<file path="src/rtl/inflight_range_race_detector_top_assert.svh">
// Assertion macros used by the slot table of the range race detector RTL.
`ifndef INFLIGHT_RANGE_RACE_DETECTOR_TOP_ASSERT_SVH
`define INFLIGHT_RANGE_RACE_DETECTOR_TOP_ASSERT_SVH
`ifndef SYNTHESIS
`define IRRD_ASSERT(label, prop) \
    label: assert property (@(posedge clk) disable iff (!rst_n) prop) \
        else $error("irrd: assertion failed");
`define IRRD_ASSERT_IMP(label, ante, cons) \
    label: assert property (@(posedge clk) disable iff (!rst_n) (ante) |-> (cons)) \
        else $error("irrd: implication failed");
`else
`define IRRD_ASSERT(label, prop)
`define IRRD_ASSERT_IMP(label, ante, cons)
`endif
`endif

</file>
<file path="src/rtl/irrd_pkg.sv">
// Types, constants and helpers for the in-flight range race detector.
`timescale 1ns / 1ps
package irrd_pkg;

    localparam int TABLE_ENTRIES = 16;
    localparam int INDEX_BITS    = 48;

    localparam int FIELD_W     = 48;
    localparam int COUNT_W     = 16;
    localparam int KIND_W      = 2;
    localparam int STATUS_W    = 2;
    localparam int MASK_W      = 16;
    localparam int RACE_W      = 5;
    localparam int CFG_INDEX_W = 1;
    localparam int SLOT_W      = $clog2(TABLE_ENTRIES);
    localparam int CNT_W       = $clog2(TABLE_ENTRIES + 1);
    localparam int MASK_SLOTS  = (TABLE_ENTRIES < MASK_W) ? TABLE_ENTRIES : MASK_W;

    localparam logic [INDEX_BITS-1:0] IDX_MAX          = '1;
    localparam logic [FIELD_W-1:0]    WINDOW_END_RESET = FIELD_W'(IDX_MAX);
    localparam logic [KIND_W-1:0]     KIND_READ        = '0;

    typedef enum logic [STATUS_W-1:0] {
        STATUS_OK,
        STATUS_IGNORED,
        STATUS_FULL,
        STATUS_NOT_FOUND
    } status_t;

    typedef enum logic {
        ACT_ENTER,
        ACT_LEAVE
    } action_t;

    typedef enum logic [CFG_INDEX_W-1:0] {
        REG_WINDOW_BEGIN,
        REG_WINDOW_END
    } cfg_reg_t;

    typedef struct packed {
        logic               action;
        logic [FIELD_W-1:0] start_block;
        logic [COUNT_W-1:0] block_count;
        logic [KIND_W-1:0]  range_kind;
    } req_t;

    typedef struct packed {
        logic [STATUS_W-1:0] status;
        logic [FIELD_W-1:0]  clipped_begin;
        logic [FIELD_W-1:0]  clipped_end;
        logic [MASK_W-1:0]   conflict_mask;
        logic [RACE_W-1:0]   mixed_races;
        logic [RACE_W-1:0]   same_kind_races;
        logic [RACE_W-1:0]   occupancy;
    } rsp_t;

    // Clipped request handed from the clip stage to the table stage.
    typedef struct packed {
        logic                  action;
        logic [KIND_W-1:0]     kind;
        logic                  ignore;
        logic [INDEX_BITS-1:0] cb;
        logic [INDEX_BITS-1:0] ce;
    } clip_t;

    function automatic logic [RACE_W-1:0] sat5(input logic [CNT_W-1:0] v);
        if (32'(v) > 32'd31)
            return RACE_W'(31);
        else
            return RACE_W'(v);
    endfunction

endpackage

</file>
<file path="src/rtl/irrd_table.sv">
// Slot table: parallel overlap and match compare, free-slot pick and update.
`timescale 1ns / 1ps
`include "inflight_range_race_detector_top_assert.svh"
module irrd_table (
    input  logic            clk,
    input  logic            rst_n,
    input  logic            fire,
    input  irrd_pkg::clip_t clip,
    output irrd_pkg::rsp_t  rsp
);
    import irrd_pkg::*;

    logic [TABLE_ENTRIES-1:0] slot_valid_reg;
    logic [TABLE_ENTRIES-1:0] slot_valid_next;
    logic [INDEX_BITS-1:0]    slot_begin_reg [TABLE_ENTRIES];
    logic [INDEX_BITS-1:0]    slot_end_reg   [TABLE_ENTRIES];
    logic [KIND_W-1:0]        slot_kind_reg  [TABLE_ENTRIES];
    logic [CNT_W-1:0]         occ_reg;
    logic [CNT_W-1:0]         occ_next;

    logic [TABLE_ENTRIES-1:0] race;
    logic [TABLE_ENTRIES-1:0] differ;
    logic [TABLE_ENTRIES-1:0] hit;
    logic [SLOT_W-1:0]        free_idx;
    logic [SLOT_W-1:0]        hit_idx;
    logic                     free_any;
    logic                     hit_any;
    logic                     store_en;
    logic                     clear_en;

    always_comb
    begin
        for (int i = 0; i < TABLE_ENTRIES; i++)
        begin
            race[i] = slot_valid_reg[i]
                      && (clip.cb <= slot_end_reg[i]) && (slot_begin_reg[i] <= clip.ce)
                      && !((clip.kind == KIND_READ) && (slot_kind_reg[i] == KIND_READ));
            differ[i] = slot_kind_reg[i] != clip.kind;
            hit[i]    = slot_valid_reg[i] && (slot_begin_reg[i] == clip.cb)
                        && (slot_end_reg[i] == clip.ce) && (slot_kind_reg[i] == clip.kind);
        end

        free_idx = '0;
        hit_idx  = '0;
        for (int i = TABLE_ENTRIES - 1; i >= 0; i--)
        begin
            if (!slot_valid_reg[i])
                free_idx = SLOT_W'(i);
            if (hit[i])
                hit_idx = SLOT_W'(i);
        end
        free_any = !(&slot_valid_reg);
        hit_any  = |hit;

        store_en        = 1'b0;
        clear_en        = 1'b0;
        slot_valid_next = slot_valid_reg;
        occ_next        = occ_reg;
        rsp             = '0;
        rsp.status      = STATUS_OK;

        if (clip.ignore)
        begin
            rsp.status = STATUS_IGNORED;
        end
        else
        begin
            rsp.clipped_begin = FIELD_W'(clip.cb);
            rsp.clipped_end   = FIELD_W'(clip.ce);
            if (clip.action == ACT_ENTER)
            begin
                for (int i = 0; i < MASK_SLOTS; i++)
                    rsp.conflict_mask[i] = race[i];
                rsp.mixed_races     = sat5(CNT_W'($countones(race & differ)));
                rsp.same_kind_races = sat5(CNT_W'($countones(race & ~differ)));
                if (free_any)
                begin
                    store_en                  = 1'b1;
                    slot_valid_next[free_idx] = 1'b1;
                    occ_next                  = occ_reg + CNT_W'(1);
                end
                else
                begin
                    rsp.status = STATUS_FULL;
                end
            end
            else if (hit_any)
            begin
                clear_en                 = 1'b1;
                slot_valid_next[hit_idx] = 1'b0;
                occ_next                 = occ_reg - CNT_W'(1);
            end
            else
            begin
                rsp.status = STATUS_NOT_FOUND;
            end
        end
        rsp.occupancy = sat5(occ_next);
    end

    always_ff @(posedge clk or negedge rst_n)
    begin
        if (!rst_n)
        begin
            slot_valid_reg <= '0;
            occ_reg        <= '0;
        end
        else if (fire)
        begin
            slot_valid_reg <= slot_valid_next;
            occ_reg        <= occ_next;
        end
    end

    always_ff @(posedge clk)
    begin
        if (fire && store_en)
        begin
            slot_begin_reg[free_idx] <= clip.cb;
            slot_end_reg[free_idx]   <= clip.ce;
            slot_kind_reg[free_idx]  <= clip.kind;
        end
    end

    `IRRD_ASSERT(a_occ_matches_valid, occ_reg == CNT_W'($countones(slot_valid_reg)))
    `IRRD_ASSERT_IMP(a_full_only_when_full, rsp.status == STATUS_FULL, &slot_valid_reg)
    `IRRD_ASSERT(a_store_bumps_occ, fire && store_en |=> occ_reg == $past(occ_reg) + CNT_W'(1))
    `IRRD_ASSERT(a_leave_frees_slot, fire && clear_en |=> !slot_valid_reg[$past(hit_idx)])

endmodule

</file>
<file path="config.mk">
export PLATFORM = sky130hd
export DESIGN_NAME = irrd_table
export DESIGN_NICKNAME = d
export VERILOG_FILES = /design/src/rtl/irrd_pkg.sv /design/src/rtl/irrd_table.sv
export VERILOG_INCLUDE_DIRS = /design/src /design/src/rtl
export SDC_FILE = /design/constraint.sdc
export NUM_CORES = 2
export LEC_CHECK = 0
export ABC_AREA = 1
export BUFFER_PORTS_ARGS = -buffer_cell sky130_fd_sc_hd__buf_2
export CELL_PAD_IN_SITES_DETAIL_PLACEMENT = 0
export CELL_PAD_IN_SITES_GLOBAL_PLACEMENT = 2
export CORE_ASPECT_RATIO = 0.5
export CORE_UTILIZATION = 30
export CTS_BUF_LIST = sky130_fd_sc_hd__clkbuf_8
export CTS_CLUSTER_SIZE = 28
export DETAILED_ROUTE_END_ITERATION = 16
export PLACE_DENSITY = 0.64
export SLEW_MARGIN = 20
export SYNTH_ARGS = -nofsm -noshare
export SYNTH_HDL_FRONTEND = slang
export SYNTH_SLANG_ARGS = --single-unit
</file>
<file path="constraint.sdc">
create_clock -name clk -period 9.6 [get_ports clk]
set_input_delay 1.92 -clock clk [delete_from_list [all_inputs] [get_ports clk]]
set_output_delay 1.92 -clock clk [all_outputs]
set_load 0.01 [all_outputs]
</file>
==> metrics.md <==
| Metric | Value |
|---|---|
| Status | `finished, violations left` |
| Failing checks | `negative setup slack` |
| Period Utilization, post-route | `1.02` |
| Sequential fraction of the synthesis area | `0.446` |
| Place WS | `-962 ps` |
| WL/cell | `49.4 um` |
| Area of the mapped netlist | `roughly 110,000 um^2` |
| Post-synth EDFFs | `1,568` |
| Final Slew Violations | `0` |
| Grt total ovfl | `0` |
| Detailed-route via count | `113,000` |
| Max-slew headroom at the worst pin | `0.0858` |
| Worst EP arrival | `a little under 8000 ps` |
| Ratio of cells with drive above 1 in the final layout | `0.193` |
| FF/Latch Area | `between 40,000 and 50,000 um^2` |
| Avg Synthesized Cell Area | `9.59 um^2` |
| Post-Synth XOR/XNOR Area | `0.0229` |
| Compound-gate portion of the synthesized area | `0.128` |
| Mapped Nets | `12,800` |
| Num Clock Sinks | `1,589` |
| Initial core utilization | `0.302` |
| Gr usage total | `0.477` |
| Final Core Density | `0.379` |
| Cell Count, Final, Fillers Out | `18,000` |
| Cell variety after synth | `78` |
| Dpl hpwl | `699 mm` |
| Post-synthesis register bit count | `1,589` |
| CTS Hold Bufs | `0` |
| Fillcell total | `36,000` |
| Startpoint Class | `input pin` |
| Main combinational cell family by area after synthesis | `adder cells` |
| Simple-gate portion of the synthesized area | `0.152` |
| Row count | `154` |
| Synthesis Warnings | `0` |
| CTS root buf | `clkbuf_8` |
| Global routing's busiest layer | `met1` |
| Clock-pin slew of the registers on the worst-case setup and hold paths | `60 ps` |
| DRC Markers | `0` |
| Fmax | `about 0.1 GHz` |
| GPL Wtd Cong | `a little over 1` |
| Tmin final | `9760 ps` |
| Maximum vdd drop | `0.129 mV` |
| Final Skew | `50.4 ps` |
| Io pins | `232` |
| Antenna viol nets, final | `0` |
| Pwr dens | `143 nW/um^2` |
| DIE HEIGHT | `between 400 and 500 um` |
| GR Layer Usage met2 | `0.642` |
| Reg2Reg Setup Slack | `around 4400 ps` |
| Largest net degree at the start of global routing | `100` |
| RSZ-0062 raised after global routing | `true` |
| Sum Neg Setup Slack | `-570 ps` |
| CTS H-tree depth | `5` |
| Placed Cells | `17,300` |
| HP Class | `flop to flop` |
| Async set-or-reset flop fraction in the synthesized netlist | `0.0132` |
| Detailed Route Iter0 Violations | `~24,000` |
| Die area | `358,000 um^2` |
| Leak Pwr | `57.5 nW` |
| First-pass GRT wire length | `roughly 1100 mm` |
| Max-cap violations | `0` |
| Req. time, crit path | `around 7700 ps` |
| Drt via density | `6.26` |
| Tightest Pin Transition | `about 1400 ps` |
| Hold Violations, Final | `0` |
| Final setup viols | `8` |
| Vias in the first global route | `100,000` |
| Crit path max fanout | `11` |
| M1 GR Usage | `0.676` |
| Post-Synth Adder-Cell Area | `0.185` |
| Area added between synthesis and finish | `25.4%` |
| Synth Flop Type | `edfxtp_1` |
| Die X-Extent | `about 850 um` |
| Setup CP Type | `input pin to primary output` |
| CTS buffer count | `293` |
| Final wirelength | `888 mm` |
| NumNets Final | `between 10,000 and 15,000` |
| CP Capture Type | `primary output` |
| Core Footprint | `353,000 um^2` |
| Area of the multi-input gates | `53,400 um^2` |
| Skew-Pair Late Insertion Delay | `1180 ps` |
| Final hold slack | `555 ps` |
| Cells after Synth | `roughly 11,000` |
| Final worst slack | `-165 ps` |
| DRT Pass-1 Iters | `6` |
| CTS tree | `done` |
| Met3 Track Usage GR | `0.160` |
| # port buffers | `231` |
| Initial antenna violation count | `238` |
| Mux cell area share after synthesis | `0` |
| Max clock buf depth | `4` |
metal layers:
| layer | vias to the layer above | routed length (um) |
|---|---|---|
| met5 | - | 422 |
| met3 | 1735 | 125000 |
| met2 | 9586 | 341000 |
| met4 | 62 | 51100 |
| li1 | 43800 | - |
| met1 | 57400 | 370000 |
where the power goes:
| group | total (W) | internal [W] | switching [W] |
|---|---|---|---|
| Combinational | 0.00452 | 0.00125 | 0.00327 |
| Sequential | 0.00788 | 0.00776 | 0.000124 |
| Clock | 0.00680 | 0.00304 | 0.00375 |
logic make-up after synthesis:
| kind of cell | count (synthesis) |
|---|---|
| flip-flops | 1589 |
| AO/OA/AOI/OAI | 2256 |
| adder cells (fa/ha/maj) | 1568 |
| buffers and inverters | 1659 |
| AND/OR/NAND/NOR | 3784 |
| XOR/XNOR | 279 |
metrics by stage:
step / power (W) / area (um^2)
floorplan: 0.00939 / 107000
global route: 0.0194 / 134000
finish: 0.0192 / 134000
global placement: 0.0122 / 126000
detailed placement: 0.0122 / 126000
CTS: 0.0188 / 133000
synthesized netlist by cell type, types with 141 or more instances:
cell / instances / area share
o22ai_1: 493 / 0.029
nor4_1: 142 / 0.0083
nor2_1: 835 / 0.029
inv_1: 1294 / 0.046
o21ai_0: 483 / 0.023
xnor2_1: 141 / 0.012
nand2_1: 2023 / 0.071
nand3_1: 267 / 0.013
ha_1: 1548 / 0.18
nand4_1: 254 / 0.015
a21oi_1: 714 / 0.033
edfxtp_1: 1568 / 0.44
cell type report:
| class | count | share of cell area |
|---|---|---|
| clock inverter | 190 | 0.00672 |
| tap | 4758 | 0.0445 |
| sequential | 1589 | 0.356 |
| antenna | 111 | 0.00207 |
| inverter | 1371 | 0.0401 |
| clock buffer | 306 | 0.0315 |
| multi-input combinational | 7887 | 0.399 |
| timing repair buffer | 1777 | 0.120 |
worst max-delay path, cell delays in order:
cell and delay (ps):
buf_4 200, buf_12 190, ha_1 330, nand4_1 140, nor3_2 250, nand4_1 100
buf_4 170, o41ai_4 590, buf_4 210, nand3_2 70, or2_4 260, fa_2 670
fa_2 500, fa_2 540, fa_1 520, inv_1 40, ha_2 190, fa_2 520
nand2_1 60, nor2_1 110, buf_2 140
layout by cell type (no fill, tap or decap), drive strengths merged, types with 21 or more instances in the layout:
| cell type | n |
|---|---|
| nand2 | 2032 |
| buf | 1776 |
| edfxtp | 1568 |
| ha | 1548 |
| inv | 1435 |
| nor2 | 848 |
| a21oi | 715 |
| o21ai | 502 |
| o22ai | 493 |
| clkbuf | 307 |
| nand3 | 268 |
| nand4 | 255 |
| nor4 | 144 |
| xnor2 | 141 |
| xor2 | 138 |
| nor3 | 123 |
| clkinv | 113 |
| diode | 111 |
| a211oi | 111 |
| a221oi | 94 |
| or2 | 73 |
| o211ai | 66 |
| o2111ai | 58 |
| a22o | 44 |
| o221ai | 41 |
| a21o | 24 |
| o21a | 23 |
| dfrtp | 21 |
what timing repair did:
item	CTS	global route
pin swaps	69	49
endpoints found under the setup margin	10	8
gates cloned	0	1
gates resized for setup	286	115
buffers inserted	44	15
worst paths after layout:
| path | start | end | cells after the start |
|---|---|---|---|
| max | clip[92] | rsp[6] | 21 |
| min in group asynchronous | rst_n | occ_reg[0] | 1 |
| min | occ_reg[4] | occ_reg[4] | 2 |
| max reg2reg | slot_valid_reg[14] | slot_end_reg[9][26] | 16 |
| min reg2reg | occ_reg[4] | occ_reg[4] | 2 |
| max in group asynchronous | rst_n | slot_valid_reg[15] | 1 |
Power figures use the tool's default switching activity.
