### src/rtl/inflight_range_race_detector_top_assert.svh
// Assertion macros used by the slot table of the range race detector RTL.
`ifndef INFLIGHT_RANGE_RACE_DETECTOR_TOP_ASSERT_SVH
`define INFLIGHT_RANGE_RACE_DETECTOR_TOP_ASSERT_SVH
`ifndef SYNTHESIS
`define IRRD_ASSERT(label, prop) \
    label: assert property (@(posedge clk) disable iff (!rst_n) prop) \
        else $error("irrd: assertion failed");
`define IRRD_ASSERT_IMP(label, ante, cons) \
    label: assert property (@(posedge clk) disable iff (!rst_n) (ante) |-> (cons)) \
        else $error("irrd: implication failed");
`else
`define IRRD_ASSERT(label, prop)
`define IRRD_ASSERT_IMP(label, ante, cons)
`endif
`endif

### src/rtl/irrd_pkg.sv
// Types, constants and helpers for the in-flight range race detector.
`timescale 1ns / 1ps
package irrd_pkg;

    localparam int TABLE_ENTRIES = 16;
    localparam int INDEX_BITS    = 48;

    localparam int FIELD_W     = 48;
    localparam int COUNT_W     = 16;
    localparam int KIND_W      = 2;
    localparam int STATUS_W    = 2;
    localparam int MASK_W      = 16;
    localparam int RACE_W      = 5;
    localparam int CFG_INDEX_W = 1;
    localparam int SLOT_W      = $clog2(TABLE_ENTRIES);
    localparam int CNT_W       = $clog2(TABLE_ENTRIES + 1);
    localparam int MASK_SLOTS  = (TABLE_ENTRIES < MASK_W) ? TABLE_ENTRIES : MASK_W;

    localparam logic [INDEX_BITS-1:0] IDX_MAX          = '1;
    localparam logic [FIELD_W-1:0]    WINDOW_END_RESET = FIELD_W'(IDX_MAX);
    localparam logic [KIND_W-1:0]     KIND_READ        = '0;

    typedef enum logic [STATUS_W-1:0] {
        STATUS_OK,
        STATUS_IGNORED,
        STATUS_FULL,
        STATUS_NOT_FOUND
    } status_t;

    typedef enum logic {
        ACT_ENTER,
        ACT_LEAVE
    } action_t;

    typedef enum logic [CFG_INDEX_W-1:0] {
        REG_WINDOW_BEGIN,
        REG_WINDOW_END
    } cfg_reg_t;

    typedef struct packed {
        logic               action;
        logic [FIELD_W-1:0] start_block;
        logic [COUNT_W-1:0] block_count;
        logic [KIND_W-1:0]  range_kind;
    } req_t;

    typedef struct packed {
        logic [STATUS_W-1:0] status;
        logic [FIELD_W-1:0]  clipped_begin;
        logic [FIELD_W-1:0]  clipped_end;
        logic [MASK_W-1:0]   conflict_mask;
        logic [RACE_W-1:0]   mixed_races;
        logic [RACE_W-1:0]   same_kind_races;
        logic [RACE_W-1:0]   occupancy;
    } rsp_t;

    // Clipped request handed from the clip stage to the table stage.
    typedef struct packed {
        logic                  action;
        logic [KIND_W-1:0]     kind;
        logic                  ignore;
        logic [INDEX_BITS-1:0] cb;
        logic [INDEX_BITS-1:0] ce;
    } clip_t;

    function automatic logic [RACE_W-1:0] sat5(input logic [CNT_W-1:0] v);
        if (32'(v) > 32'd31)
            return RACE_W'(31);
        else
            return RACE_W'(v);
    endfunction

endpackage

### src/rtl/irrd_clip.sv
// Clip stage: computes the request's end, clips it to the window, registers the beat.
`timescale 1ns / 1ps
module irrd_clip (
    input  logic                    clk,
    input  logic                    rst_n,
    input  logic [irrd_pkg::FIELD_W-1:0] window_begin,
    input  logic [irrd_pkg::FIELD_W-1:0] window_end,
    input  logic                    load,
    input  logic                    drain,
    input  irrd_pkg::req_t          req,
    output logic                    valid,
    output irrd_pkg::clip_t         clip
);
    import irrd_pkg::*;

    logic                  valid_reg;
    logic                  valid_next;
    clip_t                 clip_reg;
    clip_t                 clip_next;
    logic [INDEX_BITS-1:0] wb;
    logic [INDEX_BITS-1:0] we;
    logic [INDEX_BITS-1:0] rb;
    logic [INDEX_BITS-1:0] re;
    logic [COUNT_W-1:0]    len_m1;
    logic [INDEX_BITS:0]   sum;

    always_comb
    begin
        wb     = INDEX_BITS'(window_begin);
        we     = INDEX_BITS'(window_end);
        rb     = INDEX_BITS'(req.start_block);
        len_m1 = req.block_count - COUNT_W'(1);
        sum    = {1'b0, rb} + (INDEX_BITS + 1)'(len_m1);
        re     = sum[INDEX_BITS] ? IDX_MAX : sum[INDEX_BITS-1:0];

        clip_next.action = req.action;
        clip_next.kind   = req.range_kind;
        clip_next.ignore = (req.block_count == '0) || (wb > we) || !((rb <= we) && (wb <= re));
        clip_next.cb     = (rb > wb) ? rb : wb;
        clip_next.ce     = (re < we) ? re : we;

        if (load)
            valid_next = 1'b1;
        else if (drain)
            valid_next = 1'b0;
        else
            valid_next = valid_reg;
    end

    always_ff @(posedge clk or negedge rst_n)
    begin
        if (!rst_n)
            valid_reg <= 1'b0;
        else
            valid_reg <= valid_next;
    end

    always_ff @(posedge clk)
    begin
        if (load)
            clip_reg <= clip_next;
    end

    assign valid = valid_reg;
    assign clip  = clip_reg;

endmodule

### config.mk
export PLATFORM = sky130hd
export DESIGN_NAME = irrd_clip
export DESIGN_NICKNAME = d
export VERILOG_FILES = /design/src/rtl/inflight_range_race_detector_top_assert.svh /design/src/rtl/irrd_pkg.sv /design/src/rtl/irrd_clip.sv
export SDC_FILE = /design/constraint.sdc
export NUM_CORES = 1
export LEC_CHECK = 0
export ABC_CLOCK_PERIOD_IN_PS = 1900
export BUFFER_PORTS_ARGS = -buffer_cell sky130_fd_sc_hd__buf_2
export CAP_MARGIN = 20
export CORE_MARGIN = 4
export CORE_UTILIZATION = 45
export DETAILED_ROUTE_END_ITERATION = 7
export GPL_TIMING_DRIVEN = 0
export PLACE_DENSITY = 0.73
export SYNTH_ARGS = -nofsm -noshare
export SYNTH_HDL_FRONTEND = slang
export SYNTH_SLANG_ARGS = --single-unit
### constraint.sdc
create_clock -name clk -period 1.9 [get_ports clk]
set_input_delay 0.38 -clock clk [delete_from_list [all_inputs] [get_ports clk]]
set_output_delay 0.38 -clock clk [all_outputs]
set_load 0.01 [all_outputs]
==> results.py, run 1 <==
metrics = {
    "setup_path": {
        "reg2reg_slack_ns": 1.25,
        "timing.rr.start": "valid",
        "endpoint_kind": "flip-flop",
        "rr_worst_depth": 1,
        "worstPathArrival_ns": 6.51,
        "worstSetupPathType": "in -> reg",
        "cp.required_ns": 1.97,
        "reg2reg_to": "valid",
        "critPathLaunchType": "input port",
        "crit_path_max_fanout": 6,
    },
    "clock_network": {
        "clockBufferDepth": 2,
        "clkTransAtPathRegs_ns": 0.08,
        "clock_latency_ns": 0.37,
        "cts_tree": "yes",
        "cts-root-buf": "clkbuf_16",
        "cts_buffers": 9,
        "cts_num_sinks": 101,
        "cts_max_level": 3,
    },
    "sta": {
        "rsz0062_at_grt": "yes",
        "skew_ns": 0,
        "fmax_mhz": 155,
        "fin_ws_ns": -4.53,
        "finalSetupTns_ns": -249.18,
        "slew_headroom_pct": 45.7,
        "slew_violations": 0,
        "hold_viol": 0,
        "period_minus_slack_ns": 6.43,
        "min_period_over_period_pct": 339,
        "setup_viol": 97,
        "tightest_slew_ns": 0.808,
    },
    "grt": {
        "overflow": 0,
        "grt_max_degree": 53,
        "grt_pass1_wl_um": 66800,
        "antenna_found_initial": 2,
        "grt_usage_pct": 28.1,
        "grt_pass1_vias": 12300,
    },
    "worst_hold_path": {
        "hold_path.class": "in -> reg",
        "hp-start": "req[0]",
        "holdPathEnd": "clip[97]",
        "worstHoldPathCells": 1,
    },
    "routing": {
        "routed_wl_um": 44700,
        "drt_first_iter_violations": 860,
        "ant_nets": 0,
        "drc_errors": 0,
        "wire_per_inst_um": 22.1,
        "dr.pass1.iters": 7,
        "wl_met2_um": 20700,
        "met1_length_um": 19000,
        "viasPerCell": 6.01,
        "wl_met3_um": 3320,
        "top_layer": "met5",
        "vias": 12200,
    },
    "synth": {
        "syn_nets": 1762,
        "yosysSeqAreaShare_pct": 24.6,
        "yosysWarningCount": 0,
        "ys_dominant_reg_cell": "edfxtp_1",
        "synth_cell_type_count": 75,
        "synthCells": 1338,
        "ys_seq_elements": 101,
        "syn_area_sq_um": 12300,
        "async_flop_share_pct": 0.990,
        "synth-edff-count": 100,
        "syn_area_per_cell_sq_um": 9.19,
    },
    "power": {
        "ir_drop_uv": 397,
        "switchingPower_mw": 3.52,
        "swShare_pct": 36.7,
        "seqPwrFrac_pct": 30.0,
        "internal_power_mw": 6.06,
        "clkPwrFrac_pct": 22.9,
        "power_frac_comb_pct": 47.2,
        "leakagePower_nw": 7.85,
        "power.density_nw_per_um2": 581,
    },
    "run": {
        "drv_cap": 0,
    },
    "layout": {
        "layout_commonest_cell": "buf_2",
        "drive_above_1_share_pct": 34.0,
        "postLayoutCellArea_sq_um": 16500,
        "final_nets": 2102,
        "areaGrowthSynthToFinish_pct": 34.0,
        "largest_reg_flops": 100,
        "final_util_pct": 61.3,
        "stdcell_count": 2025,
        "mostFrequentLayoutCells": "buf_2, ha_1, inv_1",
    },
    "run_status": {
        "outcome": "finished with violations",
        "failed_checks": "setup timing",
    },
    "die": {
        "die_w_um": 173,
        "die-area_sq_um": 30000,
        "boundaryPins": 268,
        "fp.dieH_um": 173,
        "rows": 60,
        "initial_core_util_pct": 45.7,
        "core_area_sq_um": 26900,
    },
    "placed_design": {
        "dpl.cell_count": 1947,
        "port_buffers": 267,
        "dp_hpwl_um": 34400,
        "gp_congestion": 0.985,
        "pre_cts_ws_ns": -5.40,
        "place_area_sq_um": 14500,
    },
}
==> power groups by stage <==
stage,clock [mW],combinational (mW),sequential [mW]
floorplan,0,2.12,3.07
global placement,0,3.52,2.92
detailed placement,0,3.63,2.91
CTS,2.23,4.33,2.87
global route,2.31,4.89,2.90
finish,2.19,4.51,2.87
==> worst max-delay path, cell delays in order <==
cell	delay, ns
buf_6	0.09
or3_4	0.38
or4_4	0.46
or4_4	0.48
or3_4	0.36
xnor2_2	0.15
ha_1	0.29
buf_6	0.14
a211oi_4	0.27
o21bai_2	0.10
nor4_4	0.35
o21ai_2	0.12
buf_6	0.18
buf_12	0.12
nand4_1	0.10
mux2i_2	0.35
inv_1	0.08
ha_1	0.28
nand2_1	0.06
or3_4	0.42
nor4_4	0.22
buf_4	0.19
nand3_4	0.11
or4_4	0.53
a21oi_4	0.14
o211ai_1	0.14
==> how the worst max path moves through the flow <==
stage | startpoint | to | slack, ns | cells after the start
floorplan | req[6] | clip[0] | -4.05 | 23
global placement | req[6] | clip[96] | -5.34 | 23
detailed placement | req[6] | clip[96] | -5.40 | 23
CTS | req[6] | clip[96] | -4.46 | 26
global route | req[6] | clip[96] | -4.63 | 27
finish | req[6] | clip[96] | -4.53 | 26
==> synth_stat cells, drive strengths merged, types with 10 or more instances <==
master / instances / area (sq um)
ha: 256 / 3200
or3: 13 / 81.3
a21oi: 80 / 400
inv: 172 / 646
a211oi: 32 / 245
xor2: 10 / 87.6
nand3: 44 / 225
nor2: 60 / 228
nor3: 24 / 131
mux2: 71 / 800
a31oi: 14 / 87.6
o21ai: 66 / 330
a21o: 23 / 173
and4: 17 / 149
nand2: 83 / 312
mux2i: 41 / 410
nand4: 32 / 230
o211ai: 22 / 165
and2: 12 / 75.1
edfxtp: 100 / 3000
buf: 19 / 126
and3: 15 / 93.8
xnor2: 13 / 114
nand2b: 11 / 68.8
==> final cells by class <==
| class | instances | area (sq um) |
|---|---|---|
| antenna | 1 | 2.50 |
| buffer | 22 | 284 |
| clock buffer | 11 | 253 |
| clock inverter | 5 | 82.6 |
| fill | 2296 | 10400 |
| inverter | 173 | 659 |
| multi-input combinational | 1041 | 9560 |
| sequential | 101 | 3030 |
| tap | 341 | 427 |
| timing repair buffer | 330 | 2180 |
==> per-layer routing <==
metal	track usage (%)	vias to the layer above
li1	-	5717
met1	36.8	5826
met2	46.1	529
met3	5.56	97
met4	10.7	2
met5	0	-
==> kinds of logic after synthesis <==
family	after synthesis	synth area share [%]
AOI/OAI and AO/OA	303	16.1
muxes	112	9.84
adders and majority gates	257	26.2
DFF	101	24.6
and+or+nand+nor	345	15.1
xor gates and xnor gates	23	1.64
buffers and inverters	197	6.46
==> timing repair <==
action                                  4_1_cts  5_1_grt
gates cloned                                  8        3
hold endpoints to repair                      1        0
gates resized for setup                     172       69
hold buffers                                  1        0
buffers inserted                             41       15
endpoints found under the setup margin       97       97
pin swaps                                    31       26
==> through the flow <==
| step | power, mW | hold slack (ns) |
|---|---|---|
| after floorplan | 5.19 | 0.0844 |
| after global placement | 6.44 | 0.155 |
| after detailed placement | 6.54 | 0.158 |
| after CTS | 9.44 | 0.171 |
| after global routing | 10.1 | 0.175 |
| final | 9.57 | 0.186 |
Note: power is estimated with default switching activity, not from simulation.
==> inputs of run 2 (changes only) <==
- CORE_MARGIN: 4 -> 2
==> run 2 against run 1 <==
Against the previous run:
- the flow still finishes with violations (setup timing)
- via count down 0.34%
- final cell count is 0.99% lower
- cell area is 0.36% higher
- worst setup slack improved by 0.053 ns
- maximum frequency up 0.83%
- clock power fell by 12%
- non-clock buffer count shrank 19
- count of clock-buffer cells in the layout shrank 2
- global-route usage increased by 1.6 points
- critical endpoint unchanged
==> results.py, run 2 (synthesis results as in run 1) <==
metrics = {
    "run_status": {
        "outcome": "finished with violations",
        "failed_checks": "setup timing",
    },
    "die": {
        "core_area_sq_um": 26900,
        "rows": 60,
        "boundaryPins": 268,
        "fp.dieH_um": 169,
        "initial_core_util_pct": 45.7,
        "die_w_um": 169,
        "die-area_sq_um": 28700,
    },
    "clock_network": {
        "clkTransAtPathRegs_ns": 0.08,
        "clock_latency_ns": 0.37,
        "clockBufferDepth": 2,
        "cts_max_level": 3,
        "cts-root-buf": "clkbuf_16",
        "cts_tree": "yes",
        "cts_num_sinks": 101,
        "cts_buffers": 9,
    },
    "sta": {
        "rsz0062_at_grt": "yes",
        "fmax_mhz": 157,
        "hold_viol": 0,
        "min_period_over_period_pct": 336,
        "slew_violations": 0,
        "setup_viol": 97,
        "slew_headroom_pct": 46.3,
        "tightest_slew_ns": 0.800,
        "period_minus_slack_ns": 6.38,
        "skew_ns": 0,
        "fin_ws_ns": -4.48,
    },
    "layout": {
        "drive_above_1_share_pct": 34.1,
        "layout_commonest_cell": "buf_2",
        "seqCellArea_sq_um": 3030,
        "areaGrowthSynthToFinish_pct": 34.5,
        "final_nets": 2082,
        "mostFrequentLayoutCells": "buf_2, ha_1, inv_1",
        "multiInputGateArea_sq_um": 9680,
        "postLayoutCellArea_sq_um": 16500,
        "stdcell_count": 2005,
        "final_util_pct": 61.5,
        "fillers": 2231,
        "largest_reg_flops": 100,
    },
    "worst_hold_path": {
        "hold_path.class": "in -> reg",
        "worstHoldPathCells": 1,
        "holdPathEnd": "clip[98]",
        "hp-start": "req[1]",
    },
    "power": {
        "p_total_mw": 9.38,
        "ir_drop_uv": 358,
        "seqPwrFrac_pct": 30.6,
        "leakagePower_nw": 7.83,
        "internal_power_mw": 5.81,
        "swShare_pct": 38.1,
        "clkPwrFrac_pct": 20.4,
        "power_frac_comb_pct": 48.9,
        "switchingPower_mw": 3.57,
        "power.density_nw_per_um2": 567,
    },
    "routing": {
        "ant_nets": 0,
        "drt_first_iter_violations": 890,
        "dr.pass1.iters": 5,
        "vias": 12100,
        "drc_errors": 0,
        "routed_wl_um": 43900,
        "viasPerCell": 6.05,
        "wire_per_inst_um": 21.9,
    },
    "grt": {
        "overflow": 0,
        "grt_usage_pct": 29.7,
        "grt_max_degree": 52,
        "grt_pass1_wl_um": 65500,
        "grt_pass1_vias": 12000,
        "antenna_found_initial": 2,
    },
    "setup_path": {
        "path_cells": "buf_6 > or3_4 > or4_4 > or4_4 > or3_4 > xnor2_2 > ha_1 > buf_6 > a211oi_4 > o21bai_2 > nor4_4 > o21ai_2 > and2_4 > clkbuf_16 > a31oi_4 > inv_1 > ha_1 > nand4_1 > or3_4 > nor4_4 > nand3_2 > or4_4 > a21oi_2 > o211ai_1",
        "slowest_delay_ns": 0.48,
        "reg2reg_slack_ns": 1.23,
        "crit_path_max_fanout": 10,
        "worstPathArrival_ns": 6.44,
        "cp.required_ns": 1.96,
        "cpLargestDelayFamily": "simple AND/OR/NAND/NOR gates",
        "reg2reg_to": "valid",
        "timing.rr.start": "valid",
        "slowest_stage": "or4_4",
        "endpoint_kind": "flip-flop",
        "worstSetupPathType": "in -> reg",
        "critPathLaunchType": "input port",
        "crit_buf_inv": 4,
        "rr_worst_depth": 1,
    },
    "run": {
        "drv_cap": 0,
    },
    "placed_design": {
        "dpl.cell_count": 1947,
        "gp_congestion": 0.980,
        "place_area_sq_um": 14500,
        "dp_hpwl_um": 33700,
        "port_buffers": 267,
    },
}
## run 2: routing by layer
metal | share of wire (%) | up-vias | global-route usage, %
met5 | 0.021 | - | 0.696
met2 | 46 | 551 | 48.2
li1 | - | 5695 | -
met4 | 3.9 | 2 | 12.9
met3 | 7.9 | 101 | 5.20
met1 | 43 | 5781 | 39.0
## run 2: cell type report
type,count,area share (%)
multi-input combinational,1040,58.6
sequential,101,18.3
timing repair buffer,311,13.0
inverter,173,4.00
tap,341,2.58
buffer,22,1.84
clock buffer,9,1.36
clock inverter,7,0.348
antenna,1,0.0151
## run 2: worst max path at each step
stage	startpoint	endpoint	cells after the start
after floorplan	req[6]	clip[0]	23
after global placement	req[6]	clip[96]	23
after detailed placement	req[6]	clip[96]	23
after CTS	req[6]	clip[35]	26
after global routing	req[6]	clip[96]	24
final	req[6]	clip[96]	24
## run 2: per-stage QoR
step / hold slack [ns] / TNS (ns) / setup WS (ns)
final: 0.175 / -244.24 / -4.48
after global routing: 0.170 / -256.47 / -4.62
after CTS: 0.171 / -238.97 / -4.32
after detailed placement: 0.158 / -322.22 / -5.31
after floorplan: 0.0844 / -219.79 / -4.05
after global placement: 0.154 / -386.05 / -5.27
## run 2: repair_timing
item | 4_1_cts | 5_1_grt
gates resized for setup | 213 | 70
hold buffers | 1 | 0
setup buffers | 26 | 8
hold endpoints to repair | 1 | 0
gates cloned | 9 | 1
pin swaps | 29 | 25
endpoints found under the setup margin | 97 | 97
## run 2: power groups by stage
stage / logic, mW / registers [mW] / clock network, mW
after floorplan: 2.12 / 3.07 / 0
after global placement: 3.51 / 2.92 / 0
after detailed placement: 3.61 / 2.92 / 0
after CTS: 4.39 / 2.87 / 1.93
after global routing: 4.99 / 2.90 / 1.99
final: 4.59 / 2.87 / 1.92
